File: config.mk
export PLATFORM = sky130hd
export DESIGN_NAME = retransmit_duplicate_filter_top
export DESIGN_NICKNAME = d
export VERILOG_FILES = /design/src/rtl/rdf_pkg.sv /design/src/rtl/retransmit_duplicate_filter_top.sv /design/src/rtl/rdf_ram.sv /design/src/rtl/rdf_ctrl.sv
export SDC_FILE = /design/constraint.sdc
export NUM_CORES = 2
export LEC_CHECK = 0
export ABC_AREA = 0
export CAP_MARGIN = 20
export CORE_MARGIN = 3
export CORE_UTILIZATION = 25
export CTS_CLUSTER_DIAMETER = 100
export DETAILED_ROUTE_END_ITERATION = 16
export DONT_BUFFER_PORTS = 1
export GPL_TIMING_DRIVEN = 0
export PLACE_DENSITY = 0.36
export SKIP_LAST_GASP = 1
export SLEW_MARGIN = 10
export SYNTH_ARGS = -nofsm -noshare
export SYNTH_HDL_FRONTEND = slang
export SYNTH_SLANG_ARGS = --single-unit
File: constraint.sdc
create_clock -name clk -period 8.3 [get_ports clk]
set_clock_uncertainty 0.05 [all_clocks]
set_input_delay 0.415 -clock clk [delete_from_list [all_inputs] [get_ports clk]]
set_output_delay 0.415 -clock clk [all_outputs]
set_load 0.01 [all_outputs]
File: src/rtl/rdf_pkg.sv
// Types and constants shared by the retransmit duplicate filter modules.
`default_nettype none
package rdf_pkg;

	localparam int TABLE_DEPTH = 32;
	localparam int IDX_W       = (TABLE_DEPTH > 1) ? $clog2(TABLE_DEPTH) : 1;
	localparam int CNT_W       = $clog2(TABLE_DEPTH + 1);

	localparam int KEY_W = 32;
	localparam int TID_W = 8;
	localparam int LEN_W = 8;
	localparam int EVT_W = 64;

	localparam logic [LEN_W-1:0] HEADER_BYTES   = 8'd9;
	localparam logic [LEN_W-1:0] SRC_MAX_RESET  = 8'd32;

	typedef struct packed {
		logic [KEY_W-1:0] key;
		logic [TID_W-1:0] tid;
	} entry_t;

	localparam int ENTRY_W = $bits(entry_t);

	typedef struct packed {
		logic go;
		logic len_ok;
	} req_t;

	typedef struct packed {
		logic valid;
		logic ok;
		logic fire;
	} res_t;

	typedef enum logic [1:0] {
		ST_IDLE,
		ST_SCAN,
		ST_FINISH
	} state_t;

endpackage
`default_nettype wire

File: src/rtl/retransmit_duplicate_filter_top.sv
// Top level of the retransmit duplicate filter: ports, length check, sender table and result register.
`default_nettype none
// Screens received event messages for retransmitted duplicates, one sender table entry per
// source address. A message is taken on a rising edge with start high and busy low; busy then
// stays high until the result has been produced. The length is checked against the kind at once
// (nine bytes for a legacy message, ten up to nine plus source_max_length for a message with
// source). A message of bad length goes straight to the finishing state and leaves the table
// alone. For a message of valid length the table memory is read one entry a cycle, in slot order,
// and the scan stops at the first entry whose address matches; after the last read data returns,
// the finishing state writes the table back and raises the result. The table memory has a single
// read port. The result (length_ok, fire_event, send_ack, event_out) is shown for exactly one
// cycle with done high, and the receiver cannot stall it: each such cycle is one transfer. A new
// message may be started in the very cycle that done is high. An unknown sender is added; once
// the table is full the oldest inserted entry is replaced, as a ring. The table needs no clearing
// after reset, since only entries counted as filled are ever read. source_max_length is written
// through cfg_wr_en and cfg_wr_data and resets to 32; the user must write it only while busy is
// low, which the block itself does not enforce.
module retransmit_duplicate_filter_top (
	input  wire logic        clk,
	input  wire logic        arst_n,
	input  wire logic        start,
	output logic             busy,
	input  wire logic        kind,
	input  wire logic [7:0]  payload_length,
	input  wire logic [7:0]  transmission_id,
	input  wire logic [63:0] event_id,
	input  wire logic [31:0] sender_address,
	input  wire logic        cfg_wr_en,
	input  wire logic [7:0]  cfg_wr_data,
	output logic             done,
	output logic             length_ok,
	output logic             fire_event,
	output logic             send_ack,
	output logic [63:0]      event_out
);

	// Configuration register holding the largest accepted source length.
	logic [rdf_pkg::LEN_W-1:0] src_max_q;

	// Message fields held for the whole scan.
	rdf_pkg::entry_t           item_q;
	logic [rdf_pkg::EVT_W-1:0] event_q;

	// Result registers.
	logic                      done_q;
	logic                      length_ok_q;
	logic                      fire_q;
	logic [rdf_pkg::EVT_W-1:0] event_out_q;

	rdf_pkg::req_t   req;
	rdf_pkg::res_t   res;
	rdf_pkg::entry_t rd_data;
	rdf_pkg::entry_t wr_data;
	logic            rd_en;
	logic            wr_en;
	logic [rdf_pkg::IDX_W-1:0] rd_addr;
	logic [rdf_pkg::IDX_W-1:0] wr_addr;

	logic                      accept;
	logic                      len_ok;
	logic [rdf_pkg::LEN_W:0]   len_limit;

	assign accept = start && !busy;

	// The upper bound is formed one bit wider so that it never wraps.
	assign len_limit = {1'b0, rdf_pkg::HEADER_BYTES} + {1'b0, src_max_q};

	always_comb begin
		if (kind) begin
			len_ok = (payload_length > rdf_pkg::HEADER_BYTES) &&
			         ({1'b0, payload_length} <= len_limit);
		end else begin
			len_ok = (payload_length == rdf_pkg::HEADER_BYTES);
		end
	end

	assign req.go     = accept;
	assign req.len_ok = len_ok;

	always_ff @(posedge clk or negedge arst_n) begin
		if (!arst_n) begin
			src_max_q <= rdf_pkg::SRC_MAX_RESET;
			done_q    <= 1'b0;
		end else begin
			if (cfg_wr_en) begin
				src_max_q <= cfg_wr_data;
			end
			done_q <= res.valid;
		end
	end

	// Capture the message on acceptance; register the result when the sequencer finishes.
	always_ff @(posedge clk) begin
		if (accept) begin
			item_q.key <= sender_address;
			item_q.tid <= transmission_id;
			event_q    <= event_id;
		end
		if (res.valid) begin
			length_ok_q <= res.ok;
			fire_q      <= res.fire;
			event_out_q <= res.ok ? event_q : '0;
		end
	end

	rdf_ctrl u_ctrl (
		.clk     (clk),
		.arst_n  (arst_n),
		.req     (req),
		.item    (item_q),
		.rd_data (rd_data),
		.rd_en   (rd_en),
		.rd_addr (rd_addr),
		.wr_en   (wr_en),
		.wr_addr (wr_addr),
		.wr_data (wr_data),
		.busy    (busy),
		.res     (res)
	);

	// Sender table: address and last transmission id in one word per entry.
	rdf_ram #(
		.WIDTH (rdf_pkg::ENTRY_W),
		.DEPTH (rdf_pkg::TABLE_DEPTH)
	) u_table (
		.clk   (clk),
		.we    (wr_en),
		.waddr (wr_addr),
		.wdata (wr_data),
		.re    (rd_en),
		.raddr (rd_addr),
		.rdata (rd_data)
	);

	assign done       = done_q;
	assign length_ok  = length_ok_q;
	assign send_ack   = length_ok_q;
	assign fire_event = fire_q;
	assign event_out  = event_out_q;

endmodule
`default_nettype wire

File: src/rtl/rdf_ram.sv
// Generic single-write, single-read synchronous RAM with a registered read.
`default_nettype none
module rdf_ram #(
	parameter int WIDTH = 8,
	parameter int DEPTH = 32,
	parameter int ADDR_W = (DEPTH > 1) ? $clog2(DEPTH) : 1
) (
	input  wire logic              clk,
	input  wire logic              we,
	input  wire logic [ADDR_W-1:0] waddr,
	input  wire logic [WIDTH-1:0]  wdata,
	input  wire logic              re,
	input  wire logic [ADDR_W-1:0] raddr,
	output logic      [WIDTH-1:0]  rdata
);

	logic [WIDTH-1:0] mem_q [DEPTH];

	always_ff @(posedge clk) begin
		if (we) begin
			mem_q[waddr] <= wdata;
		end
		if (re) begin
			rdata <= mem_q[raddr];
		end
	end

endmodule
`default_nettype wire

File: src/rtl/rdf_ctrl.sv
// Sequencer that scans the sender table, decides on a new message and writes the table back.
`default_nettype none
module rdf_ctrl (
	input  wire logic                      clk,
	input  wire logic                      arst_n,
	input  wire rdf_pkg::req_t             req,
	input  wire rdf_pkg::entry_t           item,
	input  wire rdf_pkg::entry_t           rd_data,
	output logic                           rd_en,
	output logic [rdf_pkg::IDX_W-1:0]      rd_addr,
	output logic                           wr_en,
	output logic [rdf_pkg::IDX_W-1:0]      wr_addr,
	output rdf_pkg::entry_t                wr_data,
	output logic                           busy,
	output rdf_pkg::res_t                  res
);

	rdf_pkg::state_t state_q, state_d;

	logic [rdf_pkg::CNT_W-1:0] rd_idx_q;
	logic [rdf_pkg::CNT_W-1:0] entry_count_q;
	logic [rdf_pkg::IDX_W-1:0] oldest_q;
	logic [rdf_pkg::IDX_W-1:0] hit_idx_q;
	logic [rdf_pkg::IDX_W-1:0] cmp_idx_s1;
	logic                      cmp_vld_s1;
	logic                      cmp_last_s1;
	logic                      ok_q;
	logic                      miss_q;
	logic                      id_match_q;

	logic issue;
	logic key_hit;
	logic scan_miss;
	logic need_write;
	logic table_full;
	logic table_empty;

	assign issue       = (state_q == rdf_pkg::ST_SCAN) && (rd_idx_q < entry_count_q);
	assign key_hit     = cmp_vld_s1 && (rd_data.key == item.key);
	assign scan_miss   = cmp_vld_s1 && !key_hit && cmp_last_s1;
	assign need_write  = ok_q && (miss_q || !id_match_q);
	assign table_full  = (entry_count_q == rdf_pkg::CNT_W'(rdf_pkg::TABLE_DEPTH));
	assign table_empty = (entry_count_q == '0);

	// Next state.
	always_comb begin
		state_d = state_q;
		case (state_q)
			rdf_pkg::ST_IDLE: begin
				if (req.go) begin
					if (!req.len_ok || table_empty) begin
						state_d = rdf_pkg::ST_FINISH;
					end else begin
						state_d = rdf_pkg::ST_SCAN;
					end
				end
			end
			rdf_pkg::ST_SCAN: begin
				if (key_hit || scan_miss) begin
					state_d = rdf_pkg::ST_FINISH;
				end
			end
			rdf_pkg::ST_FINISH: begin
				state_d = rdf_pkg::ST_IDLE;
			end
			default: begin
				state_d = rdf_pkg::ST_IDLE;
			end
		endcase
	end

	// Outputs.
	always_comb begin
		rd_en     = issue;
		rd_addr   = rd_idx_q[rdf_pkg::IDX_W-1:0];
		wr_en     = 1'b0;
		wr_addr   = hit_idx_q;
		wr_data   = item;
		busy      = 1'b1;
		res.valid = 1'b0;
		res.ok    = ok_q;
		res.fire  = need_write;
		case (state_q)
			rdf_pkg::ST_IDLE: begin
				busy = 1'b0;
			end
			rdf_pkg::ST_SCAN: begin
				busy = 1'b1;
			end
			rdf_pkg::ST_FINISH: begin
				wr_en     = need_write;
				res.valid = 1'b1;
				if (miss_q) begin
					wr_addr = table_full ? oldest_q : entry_count_q[rdf_pkg::IDX_W-1:0];
				end
			end
			default: begin
				busy = 1'b1;
			end
		endcase
	end

	always_ff @(posedge clk or negedge arst_n) begin
		if (!arst_n) begin
			state_q       <= rdf_pkg::ST_IDLE;
			entry_count_q <= '0;
			oldest_q      <= '0;
			cmp_vld_s1    <= 1'b0;
		end else begin
			state_q <= state_d;
			case (state_q)
				rdf_pkg::ST_IDLE: begin
					cmp_vld_s1 <= 1'b0;
				end
				rdf_pkg::ST_SCAN: begin
					cmp_vld_s1 <= issue;
				end
				rdf_pkg::ST_FINISH: begin
					cmp_vld_s1 <= 1'b0;
					if (need_write && miss_q) begin
						if (!table_full) begin
							entry_count_q <= entry_count_q + 1'b1;
						end else if (oldest_q == rdf_pkg::IDX_W'(rdf_pkg::TABLE_DEPTH - 1)) begin
							oldest_q <= '0;
						end else begin
							oldest_q <= oldest_q + 1'b1;
						end
					end
				end
				default: begin
					cmp_vld_s1 <= 1'b0;
				end
			endcase
		end
	end

	// Scan pointer, compare stage and decision flags.
	always_ff @(posedge clk) begin
		if (state_q == rdf_pkg::ST_IDLE && req.go) begin
			ok_q       <= req.len_ok;
			miss_q     <= table_empty;
			id_match_q <= 1'b0;
			rd_idx_q   <= '0;
		end else if (state_q == rdf_pkg::ST_SCAN) begin
			cmp_idx_s1  <= rd_idx_q[rdf_pkg::IDX_W-1:0];
			cmp_last_s1 <= (rd_idx_q == entry_count_q - 1'b1);
			if (issue) begin
				rd_idx_q <= rd_idx_q + 1'b1;
			end
			if (key_hit) begin
				hit_idx_q  <= cmp_idx_s1;
				id_match_q <= (rd_data.tid == item.tid);
				miss_q     <= 1'b0;
			end else if (scan_miss) begin
				miss_q <= 1'b1;
			end
		end
	end

endmodule
`default_nettype wire

==> results.md <==
* Run status: finished, final reports clean
* Sequence of cells on the critical path: inv_1, ha_1, or4b_1, nor2_2, mux2i_1, a21oi_1, nand4_1, nor2_4, buf_12, buf_12
* Signal arrival time at the worst endpoint at 5.07 ns
* Most numerous cell in the Yosys netlist: sky130_fd_sc_hd__edfxtp_1
* Max-cap violation count at 0
* Syn nets at 2,593
* Number of buffers inserted by post-CTS setup repair at 0
* Share of the cycle needed by the critical path after routing at 56.0%
* Clock buffers created by TritonCTS at 173
* Fmax achieved at 0.215 GHz
* Overflow after GRT at 0
* Pin count of the biggest net entering global routing at 87
* Setup TNS Final at 0 ns
* Synth area leaders: sky130_fd_sc_hd__edfxtp_1, sky130_fd_sc_hd__mux4_2, sky130_fd_sc_hd__mux2_2
* # setup viols final at 0
* Number of I/O port buffers at 0
* Count of final hold-check violations at 0
* Last weighted congestion value of the routability-driven placer at 0.735
* Clock tree from TritonCTS: yes
* Area of all sequential standard cells at 0.0459 mm^2
* Highest cell delay on the worst timing path at 0.85 ns
* Die Y-Extent at 488 um
* Slowest cell on the critical path: sky130_fd_sc_hd__nor2_4
* Initial detailed-routing violation count at 1,990
* Commonest register cell after synthesis: sky130_fd_sc_hd__edfxtp_1
* Synth Area per Inst at 23.8 um^2
* Count of final max-slew check failures at 0
* Proportion of synthesized chip area in sequential cells at 78.9%
* Nets@finish at 3,010
* Number of I/O pins at 194
* Post-synth top cells: sky130_fd_sc_hd__edfxtp_1, sky130_fd_sc_hd__mux4_2, sky130_fd_sc_hd__clkbuf_1
* Synthesis Warnings at 0
* Synth area leader: sky130_fd_sc_hd__edfxtp_1
* Critical path type: register to register
* Area of the core at 0.231 mm^2
* DR pass1 iterations at 5
* Via-to-Cell Ratio at 4.40
* Cells resized by post-CTS repair at 0
* H-tree depth at 4
* Clock buffer depth at 3
* Type of element launching the critical path: register
* EDFF count, synth at 1,503
* Fin worst setup slack at 3.65 ns
* Area of the die at 0.238 mm^2
* Unrepaired setup endpoints after global routing: false
* Class of the most critical hold timing path: input port to register
* Cell Area, Synth at 0.0581 mm^2
* Kind of cell adding the most delay to the critical path: simple AND/OR/NAND/NOR gates
* Async SR Flop Fraction at 1.50%
* Wire length of the first global-routing pass at 225 mm
* Wirelength per Cell at 26.9 um
* Area taken by multi-input logic gates at 0.0120 mm^2
* Area growth from synthesis to final layout at 21.9%
* IR Drop Worst-Case VDD at 0.218 mV
* Critical Path Source: u_ctrl.entry_count_q[0]$_DFFE_PN0P_
* Non-filler cells, final at 6,020
* Layout cells sized above 1 at 29.1%
* Number of standard cells after synthesis at 2,447
* Filler Cell Count at 21,950
* Clock latency reported for the late side of the worst-skew pair at 0.80 ns
* WL final at 162 mm
* Normalized max-slew margin at 23.7%
* Horizontal die dimension at 488 um
* Flip-flop and latch count after synthesis at 1,533
* Post-Place Cells at 5,563
* Critical path's most frequent cell: sky130_fd_sc_hd__buf_12
* Worst setup timing slack at the placement stage at 3.64 ns
* HPWL after detailed placement at 106 mm
* Initial antenna violation count at 5
* Routed Antenna Nets at 0
* Top fanout value on the critical path at 16
* Yosys top cell area share at 77.6%
* DRC Markers at 0
* Worst Min Path Start: kind
* Data required time of the critical path at 8.73 ns
* Total vias in the final route at 26,515
* Site row count at 176
* Transition time at the pin with the least slew margin at 1.15 ns
* GRT Overall Usage at 13.5%
* Final worst path period need at 4.65 ns
* Starting utilization of the core area at 25.2%
* Critical path buffers and inverters at 3
* Vias in the first global route at 28,877
* CTS clock-pin slew for the worst setup and hold paths at 0.06 ns
* CTS Root Cell: sky130_fd_sc_hd__clkbuf_16
* Sink Count at 1,533
* Hold-fix buffers, CTS at 119
* Critical Path Sink Type: register
* Leakage power figure at 21.5 nW
* R2R Path Start: u_ctrl.entry_count_q[0]$_DFFE_PN0P_
* Pwr per Cell Area at 281 mW/mm^2
* Worst hold slack at 0.0489 ns
* Number of different library cells in the post-synthesis netlist at 50
[area by class of cell]
type / count / area share, %
clock buffers: 217 / 6.43
flip-flops and latches: 1533 / 64.7
diodes: 4 / 0.0141
plain buffers: 112 / 0.667
inverters: 17 / 0.101
well taps: 3026 / 5.34
clock inverters: 84 / 0.911
repair buffers: 242 / 4.89
multi-input cells: 785 / 16.9
[sequential cells by signal, indices dropped and copies added, names as in the netlist, 2 cells and up]
signal and count:
u_table.mem_q 1280, event_out 64, event_q 64, item_q 40, u_table.rdata 40, src_max_q 8, u_ctrl.entry_count_q 6, u_ctrl.rd_idx_q 6
u_ctrl.cmp_idx_s1 5, u_ctrl.hit_idx_q 5, u_ctrl.oldest_q 5, u_ctrl.state_q 2
[cell usage in the layout, fill, tap and decap left out, types with 4 or more instances in the layout]
cell type	synthesis	layout
sky130_fd_sc_hd__clkinv_1	0	44
sky130_fd_sc_hd__nand3_1	10	10
sky130_fd_sc_hd__a21o_1	5	5
sky130_fd_sc_hd__buf_8	0	28
sky130_fd_sc_hd__and2_1	65	65
sky130_fd_sc_hd__o21ai_0	13	13
sky130_fd_sc_hd__nor3_1	9	7
sky130_fd_sc_hd__diode_2	0	4
sky130_fd_sc_hd__clkbuf_16	0	181
sky130_fd_sc_hd__edfxtp_1	1503	1503
sky130_fd_sc_hd__mux4_2	400	400
sky130_fd_sc_hd__dfxtp_1	7	7
sky130_fd_sc_hd__dlygate4sd3_1	0	117
sky130_fd_sc_hd__nor2_1	54	24
sky130_fd_sc_hd__ha_1	21	21
sky130_fd_sc_hd__clkbuf_1	72	110
sky130_fd_sc_hd__nor4_1	11	11
sky130_fd_sc_hd__bufinv_16	0	8
sky130_fd_sc_hd__a21oi_1	7	7
sky130_fd_sc_hd__buf_1	5	5
sky130_fd_sc_hd__buf_2	33	33
sky130_fd_sc_hd__nand2_1	32	32
sky130_fd_sc_hd__dfrtp_1	22	22
sky130_fd_sc_hd__buf_4	1	7
sky130_fd_sc_hd__inv_6	0	6
sky130_fd_sc_hd__xnor2_1	22	22
sky130_fd_sc_hd__clkinv_2	0	15
sky130_fd_sc_hd__inv_1	17	16
sky130_fd_sc_hd__clkinvlp_4	0	6
sky130_fd_sc_hd__buf_6	0	12
sky130_fd_sc_hd__mux2_2	51	51
sky130_fd_sc_hd__buf_12	0	62
sky130_fd_sc_hd__xor2_1	37	37
sky130_fd_sc_hd__nor2_4	0	30
sky130_fd_sc_hd__mux2i_1	6	6
sky130_fd_sc_hd__nand4_1	11	11
sky130_fd_sc_hd__buf_16	0	12
[worst paths after layout]
check,to,slack (ns),cells past startpoint
min reg2reg,u_ctrl.hit_idx_q[2]$_DFFE_PP_,0.38,0
min in group asynchronous,src_max_q[0]$_DFFE_PN0P_,0.11,3
max,u_table.mem_q[7][17]$_DFFE_PP_,3.65,10
max in group asynchronous,u_ctrl.cmp_vld_s1$_DFF_PN0_,7.92,3
max reg2reg,u_table.mem_q[7][17]$_DFFE_PP_,3.65,10
min,u_ctrl.ok_q$_DFFE_PP_,0.05,2
[stage by stage]
stage          utilization [%]  total power [W]  instance area (um^2)
5_1_grt                   30.7           0.0208                 70900
3_3_place_gp              26.9           0.0128                 61900
6_report                  30.7           0.0199                 70900
4_1_cts                   30.5           0.0202                 70200
2_1_floorplan                -           0.0116                 58100
3_5_place_dp              27.7           0.0129                 63800
[logic make-up after synthesis]
family / Yosys count / share of synthesized area [%]
compound gates: 40 / 0.437
fa+ha+maj: 21 / 0.452
flops: 1533 / 78.9
simple gates: 208 / 1.86
buf+inv: 129 / 0.912
mux: 457 / 16.6
xor+xnor: 59 / 0.889
[per-layer routing]
metal	vias to the layer above	global-route usage [%]	routed length (um)
li1	11201	-	-
met1	14633	17.0	67500
met2	499	24.2	85900
met3	182	2.02	5450
met4	0	3.26	3000
met5	-	0	0
[power by group]
group,total [W],switching (W),internal [W]
Sequential,0.00957,0.000336,0.00923
Clock,0.00712,0.00301,0.00411
Combinational,0.00322,0.00183,0.00139
Total,0.0199,0.00518,0.0147
[worst register-to-register path, stage by stage, from the launching register on]
cell and delay [ns]:
sky130_fd_sc_hd__dfrtp_1 0.46, sky130_fd_sc_hd__inv_1 0.18, sky130_fd_sc_hd__ha_1 0.25, sky130_fd_sc_hd__or4b_1 0.53, sky130_fd_sc_hd__nor2_2 0.21, sky130_fd_sc_hd__mux2i_1 0.13
sky130_fd_sc_hd__a21oi_1 0.35, sky130_fd_sc_hd__nand4_1 0.80, sky130_fd_sc_hd__nor2_4 0.85, sky130_fd_sc_hd__buf_12 0.28, sky130_fd_sc_hd__buf_12 0.24
Power figures use the tool's default switching activity.
